--- src/rtl/core/isfp_pkg.sv ---
package isfp_pkg;

  localparam int FEATURE_BITS = 22;
  localparam int NUM_WORDS    = 11;
  localparam int CH_BITS      = 8;
  localparam int WLEN_BITS    = 4;
  localparam int KW_CHARS     = 8;
  localparam int TDATA_IN_W   = 8;
  localparam int TDATA_OUT_W  = ((FEATURE_BITS + 7) / 8) * 8;

  typedef logic [FEATURE_BITS-1:0] fmap_t;
  typedef logic [NUM_WORDS-1:0]    cand_t;
  typedef logic [CH_BITS-1:0]      char_t;
  typedef logic [WLEN_BITS-1:0]    wlen_t;
  typedef logic [KW_CHARS*CH_BITS-1:0] kw_text_t;

  localparam cand_t ALL_CANDS  = '1;
  localparam wlen_t WLEN_MAX   = '1;
  localparam char_t UNDERSCORE = "_";
  localparam char_t NUL        = 8'h00;

  // feature bit positions
  localparam int F_I = 0, F_M = 1, F_A = 2, F_F = 3, F_D = 4, F_Q = 5, F_C = 6;
  localparam int F_B = 7, F_P = 8, F_V = 9, F_H = 10;
  localparam int F_ZBA = 11, F_ZBB = 12, F_ZBC = 13, F_ZBS = 14;
  localparam int F_ZICBOM = 15, F_ZICBOP = 16, F_ZICBOZ = 17;
  localparam int F_ZICSR = 18, F_ZIFENCEI = 19, F_SSTC = 20, F_SVADU = 21;

  // extension names, first character in the top byte, zero padded
  localparam kw_text_t KW_TEXT [NUM_WORDS] = '{
    {"zba", 40'h0}, {"zbb", 40'h0}, {"zbc", 40'h0}, {"zbs", 40'h0},
    {"zicbom", 16'h0}, {"zicbop", 16'h0}, {"zicboz", 16'h0},
    {"sstc", 32'h0}, {"svadu", 24'h0}, {"zicsr", 24'h0}, {"zifencei"}
  };

  localparam wlen_t KW_LEN [NUM_WORDS] = '{
    4'd3, 4'd3, 4'd3, 4'd3, 4'd6, 4'd6, 4'd6, 4'd4, 4'd5, 4'd5, 4'd8
  };

  localparam int KW_BIT [NUM_WORDS] = '{
    F_ZBA, F_ZBB, F_ZBC, F_ZBS, F_ZICBOM, F_ZICBOP, F_ZICBOZ,
    F_SSTC, F_SVADU, F_ZICSR, F_ZIFENCEI
  };

  function automatic char_t to_lower(input char_t c);
    return (c >= "A" && c <= "Z") ? char_t'(c + 8'd32) : c;
  endfunction

  // character k of keyword idx, zero past its end
  function automatic char_t kw_char(input int idx, input wlen_t k);
    kw_text_t t;
    t = KW_TEXT[idx];
    if (k >= wlen_t'(KW_CHARS)) begin
      return NUL;
    end
    return t[(KW_CHARS-1-int'(k))*CH_BITS +: CH_BITS];
  endfunction

  function automatic fmap_t letter_mask(input char_t c);
    fmap_t m;
    m = '0;
    case (c)
      "i": m[F_I] = 1'b1;
      "m": m[F_M] = 1'b1;
      "a": m[F_A] = 1'b1;
      "f": m[F_F] = 1'b1;
      "d": begin
        m[F_D] = 1'b1;
        m[F_F] = 1'b1;
      end
      "q": begin
        m[F_Q] = 1'b1;
        m[F_D] = 1'b1;
        m[F_F] = 1'b1;
      end
      "c": m[F_C] = 1'b1;
      "b": m[F_B] = 1'b1;
      "p": m[F_P] = 1'b1;
      "h": m[F_H] = 1'b1;
      "v": begin
        m[F_V] = 1'b1;
        m[F_D] = 1'b1;
        m[F_F] = 1'b1;
      end
      "g": begin
        m[F_I] = 1'b1;
        m[F_M] = 1'b1;
        m[F_A] = 1'b1;
        m[F_D] = 1'b1;
        m[F_F] = 1'b1;
        m[F_ZICSR] = 1'b1;
        m[F_ZIFENCEI] = 1'b1;
      end
      default: m = '0;
    endcase
    return m;
  endfunction

  // features named by a finished word
  function automatic fmap_t word_hits(input wlen_t len, input cand_t cands);
    fmap_t m;
    m = '0;
    for (int i = 0; i < NUM_WORDS; i++) begin
      if (cands[i] && len == KW_LEN[i]) begin
        m[KW_BIT[i]] = 1'b1;
      end
    end
    return m;
  endfunction

endpackage

--- src/rtl/core/isa_string_feature_parser_top.sv ---
// isa string feature parser
//
// input channel s_axis: one character per request in tdata[7:0]; tlast marks the
// final character of a string. characters are taken one per cycle whenever
// tready is high.
// output channel m_axis: one request per string, given when its tlast character
// is taken. tdata[21:0] is the feature map, tuser is the accepted flag.
// the result is registered, valid in the cycle after the tlast character is taken.
// throughput: one character per cycle with tready high; the per-character decode and
// the eleven name compares sit between the input handshake and the result register.
// configuration: cfg_we with cfg_wdata loads the default feature map, which is
// also the current map until a string is accepted.
// reset: rst (synchronous, high) clears the parser state, the current map and
// the result valid flag; the result data itself is not reset.
// stall: a waiting result is held in the result register; one more string can
// be parsed meanwhile, and tready falls only when its tlast character would
// need the still occupied result register.
module isa_string_feature_parser_top
  import isfp_pkg::*;
(
  input  logic                    clk,
  input  logic                    rst,
  input  logic                    cfg_we,
  input  logic [FEATURE_BITS-1:0] cfg_wdata,
  input  logic                    s_axis_tvalid,
  output logic                    s_axis_tready,
  input  logic [TDATA_IN_W-1:0]   s_axis_tdata,   // [7:0] ch
  input  logic                    s_axis_tlast,
  output logic                    m_axis_tvalid,
  input  logic                    m_axis_tready,
  output logic [TDATA_OUT_W-1:0]  m_axis_tdata,   // [21:0] feature_map, [23:22] zero
  output logic                    m_axis_tuser    // [0] accepted
);

  typedef enum logic [1:0] {PH_PREFIX, PH_LETTERS, PH_WORDS} phase_t;

  phase_t      phase, phase_next;
  logic [2:0]  char_count, char_count_next;
  logic        prefix_ok, prefix_ok_next;
  wlen_t       word_length, word_length_next;
  cand_t       word_candidates, word_candidates_next;
  fmap_t       parsed_map, parsed_map_next;
  fmap_t       current_map;
  logic        stopped, stopped_next;

  logic        out_valid;
  fmap_t       out_map;
  logic        out_acc;

  logic        take;
  char_t       ch;
  char_t       lc;
  fmap_t       final_map;
  logic        acc;

  assign ch            = s_axis_tdata[CH_BITS-1:0];
  assign lc            = to_lower(ch);
  assign s_axis_tready = !out_valid || m_axis_tready || !s_axis_tlast;
  assign take          = s_axis_tvalid && s_axis_tready;

  always_comb begin
    phase_next           = phase;
    char_count_next      = char_count;
    prefix_ok_next       = prefix_ok;
    word_length_next     = word_length;
    word_candidates_next = word_candidates;
    parsed_map_next      = parsed_map;
    stopped_next         = stopped;
    if (!stopped) begin
      if (ch == NUL) begin
        if (phase == PH_WORDS) begin
          parsed_map_next      = parsed_map | word_hits(word_length, word_candidates);
          word_length_next     = '0;
          word_candidates_next = ALL_CANDS;
        end
        stopped_next = 1'b1;
      end else begin
        case (phase)
          PH_PREFIX: begin
            if ((char_count == 3'd0 && ch != "r") || (char_count == 3'd1 && ch != "v")) begin
              prefix_ok_next = 1'b0;
            end
            char_count_next = char_count + 3'd1;
            if (char_count_next >= 3'd4) begin
              phase_next = PH_LETTERS;
            end
          end
          PH_LETTERS: begin
            if (ch == UNDERSCORE) begin
              phase_next = PH_WORDS;
            end else begin
              parsed_map_next = parsed_map | letter_mask(lc);
            end
          end
          PH_WORDS: begin
            if (ch == UNDERSCORE) begin
              parsed_map_next      = parsed_map | word_hits(word_length, word_candidates);
              word_length_next     = '0;
              word_candidates_next = ALL_CANDS;
            end else begin
              for (int i = 0; i < NUM_WORDS; i++) begin
                if (kw_char(i, word_length) != lc) begin
                  word_candidates_next[i] = 1'b0;
                end
              end
              if (word_length != WLEN_MAX) begin
                word_length_next = word_length + wlen_t'(1);
              end
            end
          end
          default: phase_next = phase;
        endcase
      end
    end
    final_map = parsed_map_next;
    if (phase_next == PH_WORDS) begin
      final_map = parsed_map_next | word_hits(word_length_next, word_candidates_next);
    end
    acc = prefix_ok_next && (phase_next != PH_PREFIX);
  end

  always_ff @(posedge clk) begin
    if (rst) begin
      phase           <= PH_PREFIX;
      char_count      <= '0;
      prefix_ok       <= 1'b1;
      word_length     <= '0;
      word_candidates <= ALL_CANDS;
      parsed_map      <= '0;
      stopped         <= 1'b0;
      current_map     <= '0;
      out_valid       <= 1'b0;
    end else begin
      if (take && s_axis_tlast) begin
        out_valid <= 1'b1;
      end else if (m_axis_tready) begin
        out_valid <= 1'b0;
      end
      if (take && s_axis_tlast && acc) begin
        current_map <= final_map;
      end else if (cfg_we) begin
        current_map <= cfg_wdata;
      end
      if (take) begin
        if (s_axis_tlast) begin
          phase           <= PH_PREFIX;
          char_count      <= '0;
          prefix_ok       <= 1'b1;
          word_length     <= '0;
          word_candidates <= ALL_CANDS;
          parsed_map      <= '0;
          stopped         <= 1'b0;
        end else begin
          phase           <= phase_next;
          char_count      <= char_count_next;
          prefix_ok       <= prefix_ok_next;
          word_length     <= word_length_next;
          word_candidates <= word_candidates_next;
          parsed_map      <= parsed_map_next;
          stopped         <= stopped_next;
        end
      end
    end
  end

  always_ff @(posedge clk) begin
    if (take && s_axis_tlast) begin
      out_map <= acc ? final_map : current_map;
      out_acc <= acc;
    end
  end

  assign m_axis_tvalid = out_valid;
  assign m_axis_tdata  = TDATA_OUT_W'(out_map);
  assign m_axis_tuser  = out_acc;

  a_count_after_prefix: assert property (@(posedge clk) disable iff (rst)
    phase != PH_PREFIX |-> char_count == 3'd4)
    else $error("left prefix phase without four characters");

  a_word_idle: assert property (@(posedge clk) disable iff (rst)
    phase != PH_WORDS |-> word_length == '0 && word_candidates == ALL_CANDS)
    else $error("word state busy outside word phase");

  a_result_follows_last: assert property (@(posedge clk) disable iff (rst)
    s_axis_tvalid && s_axis_tready && s_axis_tlast |=> m_axis_tvalid)
    else $error("no result after final character");

  a_no_overwrite: assert property (@(posedge clk) disable iff (rst)
    out_valid && !m_axis_tready |-> !(take && s_axis_tlast))
    else $error("waiting result overwritten");

endmodule
--- config.mk ---
export PLATFORM = sky130hd
export DESIGN_NAME = isa_string_feature_parser_top
export DESIGN_NICKNAME = d
export VERILOG_FILES = /design/src/rtl/core/isfp_pkg.sv /design/src/rtl/core/isa_string_feature_parser_top.sv
export SDC_FILE = /design/constraint.sdc
export NUM_CORES = 1
export LEC_CHECK = 0
export BUFFER_PORTS_ARGS = -buffer_cell sky130_fd_sc_hd__buf_2
export CORE_ASPECT_RATIO = 2
export CORE_MARGIN = 2
export CORE_UTILIZATION = 60
export CTS_CLUSTER_DIAMETER = 80
export DETAILED_ROUTE_END_ITERATION = 10
export GPL_ROUTABILITY_DRIVEN = 0
export MAX_ROUTING_LAYER = met4
export PLACE_DENSITY = 0.83
export SLEW_MARGIN = 20
export SYNTH_ARGS = -nofsm -noshare
export SYNTH_HDL_FRONTEND = slang
export SYNTH_SLANG_ARGS = --single-unit
--- constraint.sdc ---
create_clock -name clk -period 4 [get_ports clk]
set_input_delay 0.8 -clock clk [delete_from_list [all_inputs] [get_ports clk]]
set_output_delay 0.8 -clock clk [all_outputs]
set_load 0.01 [all_outputs]
==> impl_metrics.yaml, run 1 <==
global_route:
  first_global_vias: 6207
  use_met1: 0.3824
  gr-total-overflow: 0
  grt_pass1_wl_um: 30280
  grt_max_degree: 53
  track_usage: 0.3634
  grt_util_met3: 0.05590
  met2_usage: 0.6083
  top_usage_layer: "met2"
  antenna_found_initial: 0
yosys:
  postSynthAreaPerCell_sq_um: 7.864
  synth_ff_type: "dfxtp_1"
  async_flop_share: 0
  syn_inst: 775
  ys_ff_latch: 90
  ys_types: 80
  yosys_warnings: 0
  syn_area_sq_um: 6095
  synth_edf_count: 23
  ys_seq_area_frac: 0.3334
route:
  vias_per_cell: 6.736
  drt_first_pass_iters: 5
  vias: 6332
  wl_per_cell_um: 19.97
  drc_errors: 0
  wl_um: 18780
  ant_nets: 0
  drt_iter0_markers: 688
clock_network:
  worstSkewPairLatency_ps: 340
  cts_root_buffer: "clkbuf_16"
  cts_resized: 0
  htreeDepth: 3
  clockBufferDepth: 2
  cts.sinks: 90
  postCtsSetupBuffers: 0
  clkTransAtPathRegs_ps: 70
  cts_tree: "built"
  holdBufCountCts: 0
  cts_buffers: 9
cells_and_area:
  layout-drive-gt1-share: 0.1453
  nets: 847
  stdcell_area_sq_um: 6739
  mostFrequentLayoutCell: "nor2_1"
  regArea_sq_um: 2032
  final_cell_mix: "86 x nor2_1, 72 x nand2_1, 67 x dfxtp_1"
  multi_input_area_sq_um: 3732
  diodes: 0
  fill_cells: 864
  final_cells: 940
  syn2layout_area_growth_pct: 10.57
  final_util: 0.6726
worst_setup_path:
  crit_chain: "buf_2 -> nor2b_1 -> a32o_1 -> o21ai_1 -> nand2_1 -> o41ai_1 -> buf_4 -> a31oi_1 -> a211oi_1"
  startpoint_type: "primary input"
  slowest_stage: "o41ai_1"
  crit_required_ps: 4250
  cp_max_fo: 27
  worstPathArrival_ps: 3600
  crit_path_end_kind: "register"
  cpPeakStageDelay_ps: 600
  r2r-start: "word_length[2]"
  reg2reg_depth: 7
  rrSetupSlack_ps: 960
  r2r-end: "current_map[16]"
  crit_start: "s_axis_tdata[0]"
  critical_path_class: "in2reg"
placed_design:
  dp_hpwl_um: 13740
  pre_cts_slack_ps: 373.7
  dp.cells: 924
  numPortBuffers: 60
  placed_area_sq_um: 6447
power:
  leakage_nw: 2.457
  p_total_mw: 2.086
  power_density_nw_per_um2: 309.6
  peakVddDrop_mv: 0.2582
outcome:
  status: "completed"
floorplan:
  start_util: 0.6083
  ios: 63
  coreArea_sq_um: 10020
  die_h_um: 146.5
  dieArea_sq_um: 11030
  die_w_um: 75.27
  num_rows: 52
worst_hold_path:
  holdCritStartpoint: "parsed_map[7]"
  worst_hold_path_type: "reg2reg"
  worstHoldEndpoint: "parsed_map[7]"
  whs_path_depth: 2
sta:
  timing.hold.ws_ps: 453.7
  min_period_over_period: 0.8373
  setup_slack_ps: 650.9
  clock_skew_ps: 6.750
  layout_min_cycle_time_ps: 3349
  tightest_slew_ps: 934.8
  setup_viol: 0
  tns_ps: 0
  drv_slew: 0
  finalHoldViolCount: 0
  slew_headroom: 0.3745
  rsz0062_at_grt: "no"
  fmax_mhz: 298.6
flow_run:
  maxCapViolations: 0
[worst max-delay path by stage]
| stage | slack, ps | to | depth (start not counted) |
|---|---|---|---|
| final | 650 | current_map[12] | 9 |
| after global routing | 520 | current_map[19] | 10 |
| after CTS | 720 | out_map[11] | 8 |
| after detailed placement | 370 | out_map[11] | 8 |
| after global placement | 460 | out_map[13] | 8 |
| after floorplan | 840 | out_map[19] | 8 |
[cells in the mapped netlist, types with 5 or more instances]
library cell	n	area, sq um
buf_2	9	45.04
and2_1	7	43.79
a31oi_1	8	50.05
edfxtp_1	23	690.7
ha_1	11	137.6
a21oi_1	58	290.3
dfxtp_1	67	1341
or3_1	5	31.28
a22oi_1	18	135.1
buf_1	7	26.28
inv_1	15	56.30
nor3_1	23	115.1
o31ai_1	6	45.04
a21o_1	6	45.04
nand2_1	72	270.3
mux2i_1	6	60.06
o21ai_0	41	205.2
o211ai_1	7	52.55
nand2b_1	14	87.58
nor3b_1	5	37.54
a211oi_1	45	337.8
a32oi_1	9	78.83
nor2b_1	28	175.2
or2_2	7	43.79
nand3_1	27	135.1
a311oi_1	5	43.79
nor2_1	86	322.8
clkbuf_1	49	183.9
xnor2_1	14	122.6
[layout make-up]
cell class / count / area share
Clock buffer: 9 / 0.03342
Clock inverter: 7 / 0.009840
Inverter: 17 / 0.009469
Multi-Input combinational cell: 602 / 0.5538
Sequential cell: 90 / 0.3015
Tap cell: 135 / 0.02506
Timing Repair Buffer: 80 / 0.06684
[worst max-delay path, delay by kind of cell]
| family | cells | cell delay, ps |
|---|---|---|
| AO/OA/AOI/OAI | 5 | 1740 |
| buffers and inverters | 2 | 620 |
| AND/OR/NAND/NOR | 2 | 440 |
[logic make-up after synthesis]
| logic type | Yosys count | synth area share |
|---|---|---|
| muxes | 7 | 0.01211 |
| and+or+nand+nor | 315 | 0.2683 |
| xor gates and xnor gates | 17 | 0.02443 |
| adders and majority gates | 11 | 0.02258 |
| other | 1 | 0.0006153 |
| AOI/OAI and AO/OA | 250 | 0.2837 |
| buffers and inverters | 84 | 0.05481 |
| DFF | 90 | 0.3334 |
[report_power, final]
part	internal [mW]	leakage, nW	switching, mW
combinational	0.0931	1.54	0.168
sequential	0.964	0.770	0.0153
clock	0.483	0.147	0.362
total	1.54	2.46	0.545
[registers in the layout, indices dropped and copies added, names as in the netlist]
signal,flops
prefix_ok,1
word_length,4
stopped,1
current_map,22
phase,2
m_axis_tvalid,1
char_count,3
m_axis_tuser,1
word_candidates,11
parsed_map,22
out_map,22
[metal layers]
layer,vias to the layer above,part of all wire
li1,2911,-
met1,2919,0.35
met2,397,0.52
met3,105,0.066
met4,0,0.065
met5,-,0
Note: power is estimated with default switching activity, not from simulation.
==> run 2: changes to the inputs <==
==> constraint.sdc (replaced) <==
create_clock -name clk -period 3.29 [get_ports clk]
set_input_delay 0.658 -clock clk [delete_from_list [all_inputs] [get_ports clk]]
set_output_delay 0.658 -clock clk [all_outputs]
set_load 0.01 [all_outputs]
==> run 2 against run 1 <==
  * Sequential share of layout area shrank 0.90 points
  * Via count is 2.7% higher
  * Final area increased by 3.1%
  * Clock skew about the same
  * Cell count rose by 3.2%
  * Hold slack improved by 7.3 ps
  * Critical endpoint is now current_map[21]
==> impl_metrics.yaml, run 2 (same netlist as run 1, synthesis figures left out) <==
outcome:
  status: "completed"
sta:
  layout_min_cycle_time_ps: 3093
  finalHoldViolCount: 0
  tns_ps: 0
  setup_viol: 0
  timing.hold.ws_ps: 461.0
  clock_skew_ps: 6.723
  tightest_slew_ps: 784.2
  slew_headroom: 0.4765
  rsz0062_at_grt: "no"
  drv_slew: 0
  fmax_mhz: 323.3
  min_period_over_period: 0.9402
worst_setup_path:
  slowest_stage: "a2111oi_1"
  rrSetupSlack_ps: 200
  cpPeakStageDelay_ps: 580
  path_buf_inv: 5
  critical_path_class: "reg2reg"
  path_delay_family: "compound AO/OA/AOI/OAI gates"
  crit_chain: "inv_1 -> ha_1 -> inv_1 -> a2111oi_1 -> o221ai_2 -> buf_4 -> o311ai_4 -> inv_2 -> and2_1 -> buf_4 -> a211oi_1 -> a211oi_1"
  cp_max_fo: 12
  startpoint_type: "register"
  crit_required_ps: 3490
  worstPathArrival_ps: 3290
  crit_path_end_kind: "register"
clock_network:
  htreeDepth: 3
  cts_resized: 0
  cts_tree: "built"
  cts.sinks: 90
  worstSkewPairLatency_ps: 340
  clkTransAtPathRegs_ps: 70
  cts_root_buffer: "clkbuf_16"
  clockBufferDepth: 2
  postCtsSetupBuffers: 0
  cts_buffers: 9
  holdBufCountCts: 0
route:
  vias_per_cell: 6.701
  wl_per_cell_um: 19.54
  drt_iter0_markers: 571
  wl_um: 18950
  drc_errors: 0
  drt_first_pass_iters: 7
  ant_nets: 0
  vias: 6500
global_route:
  grt_max_degree: 42
  grt_pass1_wl_um: 29840
  first_global_vias: 6236
  track_usage: 0.3570
  antenna_found_initial: 0
  gr-total-overflow: 0
floorplan:
  start_util: 0.6083
  dieArea_sq_um: 11030
  die_h_um: 146.5
  num_rows: 52
  coreArea_sq_um: 10020
  die_w_um: 75.27
  ios: 63
cells_and_area:
  reg_top3: "current_map (22), out_map (22), parsed_map (22)"
  final_cells: 970
  mostFrequentLayoutCell: "nor2_1"
  nets: 877
  final_cell_mix: "86 x nor2_1, 72 x nand2_1, 67 x dfxtp_1"
  diodes: 0
  layout-drive-gt1-share: 0.1749
  stdcell_area_sq_um: 6947
  syn2layout_area_growth_pct: 13.98
placed_design:
  placed_area_sq_um: 6673
  dp.cells: 954
  numPortBuffers: 60
  dp_hpwl_um: 13990
flow_run:
  maxCapViolations: 0
power:
  leakage_nw: 2.597
  peakVddDrop_mv: 0.2546
  power_density_nw_per_um2: 355.8
worst_hold_path:
  worst_hold_path_type: "reg2reg"
==> run 2: cell types whose count changed in the layout (fill, tap and decap cells not counted) <==
cell       before  now
buf_4          20   50
clkinv_4        0    2
inv_6           2    0
bufinv_16       1    0
clkbuf_1        0    1
clkbuf_8        0    1
clkinv_2        3    2
==> run 2: per-stage QoR <==
step,setup WS (ps),utilization,power [mW]
after floorplan,269.1,-,1.421
after global placement,151.8,0.6660,1.523
after detailed placement,26.64,0.6660,1.537
after CTS,292.8,0.6933,2.462
after global routing,76.75,0.6933,2.546
final,196.6,0.6933,2.472
==> run 2: area by class of cell <==
type	count	area (sq um)
fillers	863	3073
clock inverters	5	31.28
inverters	17	63.81
multi-input cells	602	3732
clock buffers	11	242.7
well taps	135	168.9
repair buffers	110	675.6
flip-flops and latches	90	2032
==> run 2: layer usage <==
metal	up-vias	wire length [um]	GRT usage
li1	2984	-	-
met1	3022	6644	0.3714
met2	387	9922	0.6127
met3	107	1182	0.04624
met4	0	1203	0.2114
met5	-	0	-
==> run 2: worst paths after layout <==
kind / cells past startpoint / start / end
setup / recovery: 12 / phase[1] / current_map[21]
hold reg to reg: 2 / parsed_map[5] / parsed_map[5]
hold / removal: 2 / parsed_map[5] / parsed_map[5]
setup reg to reg: 12 / phase[1] / current_map[21]
==> run 2: report_power, final <==
| part | switching, mW | internal, mW |
|---|---|---|
| combinational | 0.208 | 0.125 |
| clock | 0.416 | 0.530 |
| sequential | 0.0197 | 1.17 |
==> run 2: worst register-to-register path, stage by stage, from the launching register on <==
cell       delay, ps
dfxtp_1          360
inv_1            160
ha_1             200
inv_1             80
a2111oi_1        580
o221ai_2         180
buf_4            180
o311ai_4         250
inv_2             50
and2_1           290
buf_4            250
a211oi_1         280
a211oi_1          90
==> run 3: changes to the inputs <==
--- a/config.mk
+++ b/config.mk
@@ -5,6 +5,7 @@
 export SDC_FILE = /design/constraint.sdc
 export NUM_CORES = 1
 export LEC_CHECK = 0
+export ABC_AREA = 1
 export BUFFER_PORTS_ARGS = -buffer_cell sky130_fd_sc_hd__buf_2
 export CORE_ASPECT_RATIO = 2
 export CORE_MARGIN = 2
@@ -14,6 +15,7 @@
 export GPL_ROUTABILITY_DRIVEN = 0
 export MAX_ROUTING_LAYER = met4
 export PLACE_DENSITY = 0.83
+export SKIP_LAST_GASP = 1
 export SLEW_MARGIN = 20
 export SYNTH_ARGS = -nofsm -noshare
 export SYNTH_HDL_FRONTEND = slang
==> run 3 against run 2 <==
  * Clock skew about the same
  * Highest routed layer unchanged
  * Flip-flop and latch count stayed put
  * Setup slack better by 250 ps
  * Clock-buffer cell count increased by 2
  * Synthesized cell count up 20%
  * Via count decreased by 1.2%
  * Critical path type is now in2reg
  * Final area is 3.8% lower
  * Register-to-register slack improved by 310 ps
  * Clock power increased by 9%
  * Cell count grew 14%
  * Fmax grew 8.7%
==> impl_metrics.yaml, run 3 <==
outcome:
  status: "completed"
route:
  wl_per_cell_um: 16.13
  wl_um: 17890
  wl_met1_um: 6298
  drt_iter0_markers: 488
  vias: 6420
  drt_first_pass_iters: 5
  vias_per_cell: 5.789
  ant_nets: 0
  met3_length_um: 925
  dr_wl_met2_um: 9175
  top_layer: "met4"
  drc_errors: 0
worst_setup_path:
  crit_chain: "buf_2 -> inv_2 -> nor2_1 -> inv_1 -> nor2_1 -> nand2_1 -> nand2_1 -> nand2_1 -> a21boi_4 -> nand2_4 -> inv_6 -> nand2_8 -> inv_2 -> nand2_1 -> a21oi_1"
  cpPeakStageDelay_ps: 330
  critical_path_class: "in2reg"
  cp_max_fo: 37
  r2r-start: "word_length[0]"
  crit_path_end_kind: "register"
  crit_start: "s_axis_tdata[1]"
  path_common_cell: "nand2_1"
  crit_required_ps: 3550
  slowest_stage: "inv_2"
  startpoint_type: "primary input"
  worstPathArrival_ps: 3110
global_route:
  gr-total-overflow: 0
  antenna_found_initial: 0
  track_usage: 0.3511
  grt_max_degree: 39
  grt_pass1_wl_um: 29030
  first_global_vias: 6109
cells_and_area:
  syn2layout_area_growth_pct: 10.72
  mostFrequentLayoutCell: "nand2_1"
  layout-drive-gt1-share: 0.1279
  multi_input_area_sq_um: 3382
  diodes: 0
  reg_top3: "current_map (22), out_map (22), parsed_map (22)"
  final_cell_mix: "287 x nand2_1, 100 x inv_1, 94 x nand3_1"
  nets: 1019
  final_util: 0.6846
  fill_cells: 894
  regArea_sq_um: 2032
sta:
  layout_min_cycle_time_ps: 2846
  tightest_slew_ps: 675.7
  rsz0062_at_grt: "no"
  slew_headroom: 0.5485
  tns_ps: 0
  clock_skew_ps: 6.624
  min_period_over_period: 0.8649
  fmax_mhz: 351.4
  drv_slew: 0
  finalHoldViolCount: 0
  setup_viol: 0
clock_network:
  htreeDepth: 3
  cts.sinks: 90
  clockBufferDepth: 2
  cts_root_buffer: "clkbuf_16"
  clkTransAtPathRegs_ps: 70
  cts_resized: 0
  postCtsSetupBuffers: 0
  worstSkewPairLatency_ps: 340
  holdBufCountCts: 0
  cts_tree: "built"
  cts_buffers: 9
yosys:
  syn_area_sq_um: 6037
  synth_top_family_by_area: "simple AND/OR/NAND/NOR gates"
  synthAdderAreaFrac: 0.02280
  synth_edf_count: 23
  syn_inst: 927
  ys_ff_latch: 90
  ys_types: 49
  postSynthAreaPerCell_sq_um: 6.512
  yosys_warnings: 0
  synthMuxAreaShare: 0
  synth_compound_area_frac: 0.1513
  synth_area_leaders: "dfxtp_1 22%, nand2_1 18%, edfxtp_1 11%"
  synthTopCellsByCount: "287 x nand2_1, 100 x inv_1, 94 x nand3_1"
  synth_most_common_cell: "nand2_1"
  yosys.area.top_type_share: 0.2222
  async_flop_share: 0
  synth_top_area_cell: "dfxtp_1"
  synthXorXnorAreaFrac: 0.01886
  synth_ff_type: "dfxtp_1"
  yosys.area_share.simple: 0.3648
  ys_seq_area_frac: 0.3366
power:
  power_density_nw_per_um2: 377.0
  power.share.switching: 0.2569
  power_frac_comb: 0.117
  leakage_nw: 3.006
  switchingPower_mw: 0.6473
  internal-power_mw: 1.872
  p_clk_frac: 0.408
  peakVddDrop_mv: 0.2815
  seqPwrFrac: 0.475
flow_run:
  maxCapViolations: 0
worst_hold_path:
  holdCritStartpoint: "parsed_map[15]"
  worst_hold_path_type: "reg2reg"
floorplan:
  ios: 63
  die_h_um: 145.9
  num_rows: 51
  die_w_um: 74.93
  coreArea_sq_um: 9763
  dieArea_sq_um: 10930
  start_util: 0.6184
placed_design:
  dp_hpwl_um: 13640
  numPortBuffers: 60
run 3: kinds of logic after synthesis:
kind of cell | after synthesis
AND/OR/NAND/NOR | 501
AO/OA/AOI/OAI | 163
buffers and inverters | 148
flip-flops | 90
XOR/XNOR | 13
adder cells (fa/ha/maj) | 11
other | 1
run 3: critical path: cells and delay by family:
kind            cells  cell delay [ps]
compound gates      2              370
buf+inv             5              940
simple gates        8             1130
run 3: final cells by class:
type                       count  area share
clock buffer                  13     0.04212
multi-input combinational    690      0.5060
inverter                     110     0.06290
clock inverter                 3    0.002995
sequential                    90      0.3040
tap                          132     0.02471
timing repair buffer          71     0.05728
run 3: path summary, 6_finish.rpt:
check               endpoint  slack (ps)  cells after the start
min           parsed_map[15]         470                      2
max          current_map[12]         440                     15
min reg2reg   parsed_map[15]         470                      2
max reg2reg      out_map[17]         510                     16
run 3: routing by layer:
metal / GRT usage / up-vias
li1: - / 3109
met1: 0.3640 / 2909
met4: 0.2545 / 0
met2: 0.5789 / 292
met5: - / -
met3: 0.04571 / 110
run 3: per-stage QoR:
stage	power, mW	cells	hold WS (ps)	setup WS (ps)	instance area, sq um
2_1_floorplan	1.415	928	437.8	863.9	6041
3_3_place_gp	1.503	1093	451.7	167.1	6377
3_5_place_dp	1.507	1093	455.2	165.4	6377
4_1_cts	2.514	1109	465.9	516.4	6679
5_1_grt	2.604	1109	490.3	218.6	6684
6_report	2.520	1109	465.6	444.5	6684
run 3: power groups by stage:
| stage | Sequential (mW) | Combinational, mW | Clock, mW |
|---|---|---|---|
| finish | 1.20 | 0.295 | 1.03 |
| global route | 1.20 | 0.329 | 1.07 |
| CTS | 1.20 | 0.289 | 1.03 |
| detailed placement | 1.22 | 0.287 | 0 |
| global placement | 1.22 | 0.284 | 0 |
| floorplan | 1.22 | 0.193 | 0 |
